===== config.mk =====
export PLATFORM = sky130hd
export DESIGN_NAME = pfba_ctrl
export DESIGN_NICKNAME = d
export VERILOG_FILES = /design/src/rtl/pfba_pkg.sv /design/src/rtl/pfba_ctrl.sv
export SDC_FILE = /design/constraint.sdc
export NUM_CORES = 1
export LEC_CHECK = 0
export ABC_AREA = 1
export BUFFER_PORTS_ARGS = -buffer_cell sky130_fd_sc_hd__buf_2
export CAP_MARGIN = 30
export CORE_AREA = 4 4 41 43
export CTS_CLUSTER_SIZE = 14
export DETAILED_ROUTE_END_ITERATION = 16
export DIE_AREA = 0 0 45 47
export PLACE_DENSITY_LB_ADDON = 0.08
export SETUP_SLACK_MARGIN = 0.5
export SYNTH_ARGS = -nofsm -noshare
export SYNTH_HDL_FRONTEND = slang
export SYNTH_SLANG_ARGS = --single-unit

===== constraint.sdc =====
create_clock -name clk -period 1.7 [get_ports clk]
set_input_delay 0.085 -clock clk [delete_from_list [all_inputs] [get_ports clk]]
set_output_delay 0.085 -clock clk [all_outputs]
set_load 0.02 [all_outputs]

===== src/rtl/pfba_pkg.sv =====
`timescale 1ns / 1ps
// ----------------------------------------------------------------------------
// Physical frame bitmap allocator package
// Sizes, operation codes, controller states, command and status bundles, and
// the helper functions for each bitmap word's reset and range masks and lowest set bit.
// ----------------------------------------------------------------------------
package pfba_pkg;

  // Memory geometry.
  localparam int NUM_FRAMES      = 16384;
  localparam int RESERVED_FRAMES = 2048;
  localparam int FRAME_BYTES     = 4096;

  // Field widths of the request and result items.
  localparam int OP_W   = 2;
  localparam int ADDR_W = 26;
  localparam int FREE_W = 15;

  // Derived sizes.
  localparam int BOUNDARY   = (RESERVED_FRAMES < NUM_FRAMES) ? RESERVED_FRAMES : NUM_FRAMES;
  localparam int WORD_BITS  = 64;
  localparam int BIT_W      = 6;
  localparam int MAP_WORDS  = (NUM_FRAMES + WORD_BITS - 1) / WORD_BITS;
  localparam int WORD_W     = (MAP_WORDS > 1) ? $clog2(MAP_WORDS) : 1;
  localparam int FB_SHIFT   = $clog2(FRAME_BYTES);
  localparam int FRAME_IN_W = ADDR_W - FB_SHIFT;
  localparam int COUNT_W    = $clog2(NUM_FRAMES + 1);
  localparam int START_WORD = BOUNDARY / WORD_BITS;
  localparam int FREE_INIT  = NUM_FRAMES - BOUNDARY;

  // Operation codes.
  localparam logic [OP_W-1:0] OP_ALLOC = 2'd0;
  localparam logic [OP_W-1:0] OP_FREE  = 2'd1;
  localparam logic [OP_W-1:0] OP_COUNT = 2'd2;

  typedef logic [WORD_BITS-1:0] map_word_t;

  // Controller states.
  typedef enum logic [2:0] {
    ST_IDLE,
    ST_DISPATCH,
    ST_SCAN,
    ST_FREE_WR,
    ST_RESP
  } pfba_state_t;

  // Commands from the controller to the datapath.
  typedef struct packed {
    logic load_req;
    logic rd_start;
    logic rd_next;
    logic set_bit;
    logic clr_bit;
    logic set_ok;
    logic load_out;
  } pfba_cmd_t;

  // Status from the datapath to the controller.
  typedef struct packed {
    logic [OP_W-1:0] op;
    logic            range_ok;
    logic            free_zero;
    logic            hit;
    logic            last_word;
    logic            out_free;
  } pfba_sts_t;

  // Value of a bitmap word after reset: reserved frames are marked used.
  function automatic map_word_t reset_word(input logic [WORD_W-1:0] w);
    map_word_t res;
    int        f;
    res = '0;
    for (int b = 0; b < WORD_BITS; b++) begin
      f = int'(w) * WORD_BITS + b;
      res[b] = (f < BOUNDARY);
    end
    return res;
  endfunction

  // Bits of a bitmap word that belong to allocatable frames.
  function automatic map_word_t alloc_mask(input logic [WORD_W-1:0] w);
    map_word_t res;
    int        f;
    res = '0;
    for (int b = 0; b < WORD_BITS; b++) begin
      f = int'(w) * WORD_BITS + b;
      res[b] = (f >= BOUNDARY) && (f < NUM_FRAMES);
    end
    return res;
  endfunction

  // Index of the lowest set bit of a word.
  function automatic logic [BIT_W-1:0] lowest_set(input map_word_t v);
    logic [BIT_W-1:0] idx;
    idx = '0;
    for (int b = WORD_BITS - 1; b >= 0; b--) begin
      if (v[b]) begin
        idx = BIT_W'(b);
      end
    end
    return idx;
  endfunction

endpackage


===== src/rtl/pfba_ctrl.sv =====
`timescale 1ns / 1ps
// ----------------------------------------------------------------------------
// Physical frame bitmap allocator controller
// Sequences one request item at a time: accept, dispatch, bitmap scan or
// read-modify-write, and hand-off of the result to the output register.
// ----------------------------------------------------------------------------
module pfba_ctrl import pfba_pkg::*; (
  input  logic      clk,
  input  logic      rst_n,
  input  logic      in_valid,
  output logic      in_ready,
  output pfba_cmd_t cmd_o,
  input  pfba_sts_t sts_i
);

  pfba_state_t state_r, state_nxt;

  // State register.
  always_ff @(posedge clk) begin
    if (!rst_n) begin
      state_r <= ST_IDLE;
    end else begin
      state_r <= state_nxt;
    end
  end

  // Next state and commands.
  always_comb begin
    state_nxt = state_r;
    cmd_o     = '0;
    in_ready  = 1'b0;
    case (state_r)
      ST_IDLE: begin
        in_ready = 1'b1;
        if (in_valid) begin
          cmd_o.load_req = 1'b1;
          state_nxt      = ST_DISPATCH;
        end
      end
      ST_DISPATCH: begin
        if (sts_i.op == OP_ALLOC) begin
          // An empty counter means no clear bit is left in range.
          if (sts_i.free_zero) begin
            state_nxt = ST_RESP;
          end else begin
            cmd_o.rd_start = 1'b1;
            state_nxt      = ST_SCAN;
          end
        end else if (sts_i.op == OP_FREE) begin
          if (sts_i.range_ok) begin
            cmd_o.rd_start = 1'b1;
            state_nxt      = ST_FREE_WR;
          end else begin
            state_nxt = ST_RESP;
          end
        end else if (sts_i.op == OP_COUNT) begin
          cmd_o.set_ok = 1'b1;
          state_nxt    = ST_RESP;
        end else begin
          state_nxt = ST_RESP;
        end
      end
      ST_SCAN: begin
        // Check the word read last cycle while fetching the next one.
        if (sts_i.hit) begin
          cmd_o.set_bit = 1'b1;
          state_nxt     = ST_RESP;
        end else if (sts_i.last_word) begin
          state_nxt = ST_RESP;
        end else begin
          cmd_o.rd_next = 1'b1;
        end
      end
      ST_FREE_WR: begin
        cmd_o.clr_bit = 1'b1;
        state_nxt     = ST_RESP;
      end
      ST_RESP: begin
        if (sts_i.out_free) begin
          cmd_o.load_out = 1'b1;
          state_nxt      = ST_IDLE;
        end
      end
      default: begin
        state_nxt = ST_IDLE;
      end
    endcase
  end

  // A frame is only marked when the checked word really has a free bit.
  a_set_needs_hit: assert property (@(posedge clk) disable iff (!rst_n)
    cmd_o.set_bit |-> sts_i.hit)
    else $error("frame marked without a free bit in the word");

  // A result is never written over one that is still waiting.
  a_load_needs_room: assert property (@(posedge clk) disable iff (!rst_n)
    cmd_o.load_out |-> sts_i.out_free)
    else $error("result register overwritten");

  // A scan only runs while the counter reports free frames.
  a_scan_has_free: assert property (@(posedge clk) disable iff (!rst_n)
    (state_r == ST_SCAN) |-> !sts_i.free_zero)
    else $error("scan running with no free frames");

endmodule


==> flow_results.org <==
** Power
- In this run, flip-flops and latches consume 25.6% of the power.
- In this run, the combinational gates consume 45.0% of the power.
- Of the total power, the share spent switching nets is 40.3%.
- The analysis attributes to cell leakage a power of 0.264 nW.
- Worst ir drop on vdd :: 0.000360 V
- The clock network accounts for 29.4% of the total power.
- Dividing total power by cell area gives a power density of 876 nW/um^2.
- Internal power consumption :: 0.253 mW
- For this design the total switching power over the nets is 0.171 mW.

** Floorplanning
- The floorplan has 13 rows.
- The total area inside the core boundary comes to 1300 sq um.
- Count of pins on the block boundary :: 18
- In this run the vertical extent of the chip is 47 um.
- The die is 45 um wide.
- Initial standard-cell utilization of the core :: 21.1%
- The floorplan step defined a die boundary enclosing 2120 sq um.

** Clock network
- Total clock buffers created by CTS :: 3
- The clock net in this run drives a total of 3 sinks.
- Clock-pin slew was measured on the worst setup and hold paths at 40 ps.
- The tree is rooted in a sky130_fd_sc_hd__clkbuf_4.
- Clock latency of the later-clocked register in the worst-skew pair :: 230 ps
- Hold-fix buffer count after cts :: 0
- H-tree depth :: 1
- TritonCTS built the clock tree.
- CTS Buffer Depth :: 2

** Worst hold path
- The worst hold path begins at rst_n.
- Worst hold-check path type :: input port to register

** Place
- Detailed placement finished with a half-perimeter wire length of 625 um.
- Including well taps, the total number of placed cells is 76.
- Number of input and output port buffers inserted :: 17
- The congestion estimate from routability-driven global placement came to 0.677.

** Flow run
- Max-capacitance violation count :: 0

** Global route
- Total Routing Usage GR :: 8.13%
- Maximum number of pins on one net before global-route repair :: 6
- Number of global-route vias before repair :: 318
- Global routing finished with a remaining overflow of 0.
- The number of antenna violations at the first check in global routing came to 0.
- The first global-routing pass estimated 1200 um of wire.

** Routing
- Routed vias/inst :: 4.26
- Overall via count from detail_route :: 358
- After detailed routing, the average wire length per cell comes to 9.17 um.
- Number of detailed-route iterations in the first pass :: 1
- Once detail routing completed, the nets flagged for antenna violations numbered 0.
- Final routed DRC violation total :: 0
- Summed over all layers, the routed wires come to 770 um.
- DR iter-0 viols :: 0

** Setup path
- Startpoint of the lowest-slack register-to-register path :: state_r[1]
- At the worst endpoint, the arrival time is 1080 ps.
- Worst setup path startpoint :: state_r[1]
- Required time of the worst setup path :: 1620 ps
- The worst setup path is captured at a primary output.
- The worst setup path is launched from a register.
- The critical path in this run is classified as register to primary output.
- Highest net fanout along the worst path :: 4

** Layout
- Antenna cells :: 0
- Compared with the post-synthesis result, the final layout area differs by 76.7%.
- Largest registers :: state_r x3
- Of the cells placed in the final design, the portion with a size suffix greater than 1 is 56.5%.
- Leaving out filler cells and counting taps, the final layout contains 84.
- The register with the most flip-flops in the final layout is state_r.
- Multi-input combinational cell area :: 190 sq um
- Number of inserted filler cells in the final layout :: 150
- The net count of the finished layout is 80.
- The register with the most flip-flops in the layout has 3 of them.
- Registers take 71.3 sq um.

** Synth
- Number of flops mapped to enable cells by yosys :: 0
- Summing every instance area after synthesis gives 274 sq um.
- Prevailing post-synth register cell :: sky130_fd_sc_hd__dfxtp_1
- Dividing the synthesized area by the synthesized cell count gives 6.23 sq um.
- Post-synthesis sequential element count :: 3
- The Yosys step of the flow raised 0 warnings.
- Counting every net in the synthesized netlist gives 54.
- Library cells used by synthesis :: 16
- Largest cells by area after synthesis :: sky130_fd_sc_hd__dfxtp_1 (22%), sky130_fd_sc_hd__nand3_1 (11%), sky130_fd_sc_hd__inv_1 (11%)
- Share of synthesized registers carrying an async set or reset :: 0%
- After synthesis, flip-flops and latches occupy 21.9% of the total area.
- Top cell type by total area after synthesis :: sky130_fd_sc_hd__dfxtp_1
- The cell count after synthesis came out at 44.
- Fraction of synthesized cell area taken by the top area cell type :: 21.9%
- Sorting the synthesized cells by how often they occur yields sky130_fd_sc_hd__inv_1 (8), sky130_fd_sc_hd__nor2_1 (8), sky130_fd_sc_hd__nand3_1 (6).

** STA
- Timing-limited maximum frequency :: 855 MHz
- The worst path in the final design needs a cycle of 1170 ps, including I/O delays and setup.
- Clock skew on the completed layout was measured at 0.0284 ps.
- The number of max-slew violations in the final report was 0.
- Post-Route Setup TNS :: 0 ps
- Setup violation total in the final timing report :: 0
- In this run the tightest slew margin relative to its limit is 87.0%.
- Setup repair after global routing could not meet its margin everywhere.
- Slew @ Worst Pin :: 193 ps
- The final critical path takes up 68.8% of the cycle.
- The hold violation total from the final report is 0.

** Status
- Outcome :: finished, final reports clean
==> per-layer routing <==
layer  track usage, %  wire [um]  up-vias  part of all wire, %
met3             2.68         70        2                  9.1
li1                 -          -      191                    -
met4             7.02         19        0                  2.5
met2             11.6        338       14                   44
met5                0          0        -                    0
met1             9.75        342      151                   44
==> path summary, 6_finish.rpt <==
| check | endpoint | slack [ps] | cells after the start |
|---|---|---|---|
| worst max register to register | state_r[0] | 680 | 7 |
| worst min-delay path | state_r[2] | 120 | 3 |
| worst max-delay path | cmd_o[3] | 530 | 4 |
| worst min register to register | state_r[1] | 640 | 3 |
==> placed cells by master (no fill, tap or decap), types with 2 or more instances in the layout <==
cell type,Yosys,routed
sky130_fd_sc_hd__inv_1,8,8
sky130_fd_sc_hd__nand3_2,2,2
sky130_fd_sc_hd__nor2_1,8,7
sky130_fd_sc_hd__nor2_2,1,2
sky130_fd_sc_hd__inv_2,3,2
sky130_fd_sc_hd__clkbuf_4,0,3
sky130_fd_sc_hd__dfxtp_4,0,3
sky130_fd_sc_hd__nand2_1,4,4
sky130_fd_sc_hd__nand3_1,6,6
sky130_fd_sc_hd__buf_4,0,9
sky130_fd_sc_hd__buf_2,0,11
==> what timing repair did <==
| item | CTS | global route |
|---|---|---|
| gates resized for setup | 4 | 13 |
| setup endpoints to repair | 5 | 6 |
| pin swaps | 0 | 3 |
| setup buffers | 1 | 3 |
==> kinds of logic (layout without fill, tap and decap cells) <==
family | Yosys count | count (layout) | share of synthesized area, %
AND/OR/NAND/NOR | 28 | 28 | 58.5
buffers and inverters | 11 | 36 | 15.1
flip-flops | 3 | 3 | 21.9
AO/OA/AOI/OAI | 2 | 2 | 4.57
==> through the flow <==
stage | util [%] | setup WS (ps) | hold WS (ps) | area (sq um) | total power, mW
floorplan | - | 620 | 230 | 280 | 0.225
CTS | 32.6 | 500 | 115 | 424 | 0.416
finish | 37.2 | 531 | 121 | 484 | 0.424
detailed placement | 29.5 | 658 | 370 | 384 | 0.276
global route | 37.2 | 464 | 134 | 484 | 0.461
global placement | 29.5 | 635 | 375 | 384 | 0.278
==> layout make-up <==
type,instances,share of cell area [%]
Clock buffer,4,5.43
Sequential cell,3,14.7
Tap cell,15,3.88
Timing Repair Buffer,21,27.6
Inverter,11,9.04
Multi-Input combinational cell,30,39.3
==> power groups by stage <==
stage	registers [mW]	clock network, mW	logic (mW)
finish	0.108	0.125	0.191
global route	0.112	0.137	0.212
global placement	0.104	0	0.174
floorplan	0.100	0	0.124
detailed placement	0.104	0	0.171
CTS	0.106	0.131	0.179
==> worst max-delay path, cell delays in order, from the launching register on <==
cell                      delay [ps]
sky130_fd_sc_hd__dfxtp_4         360
sky130_fd_sc_hd__inv_4            50
sky130_fd_sc_hd__nor2_4          140
sky130_fd_sc_hd__and3_4          190
sky130_fd_sc_hd__buf_6           110
Power figures use the tool's default switching activity.
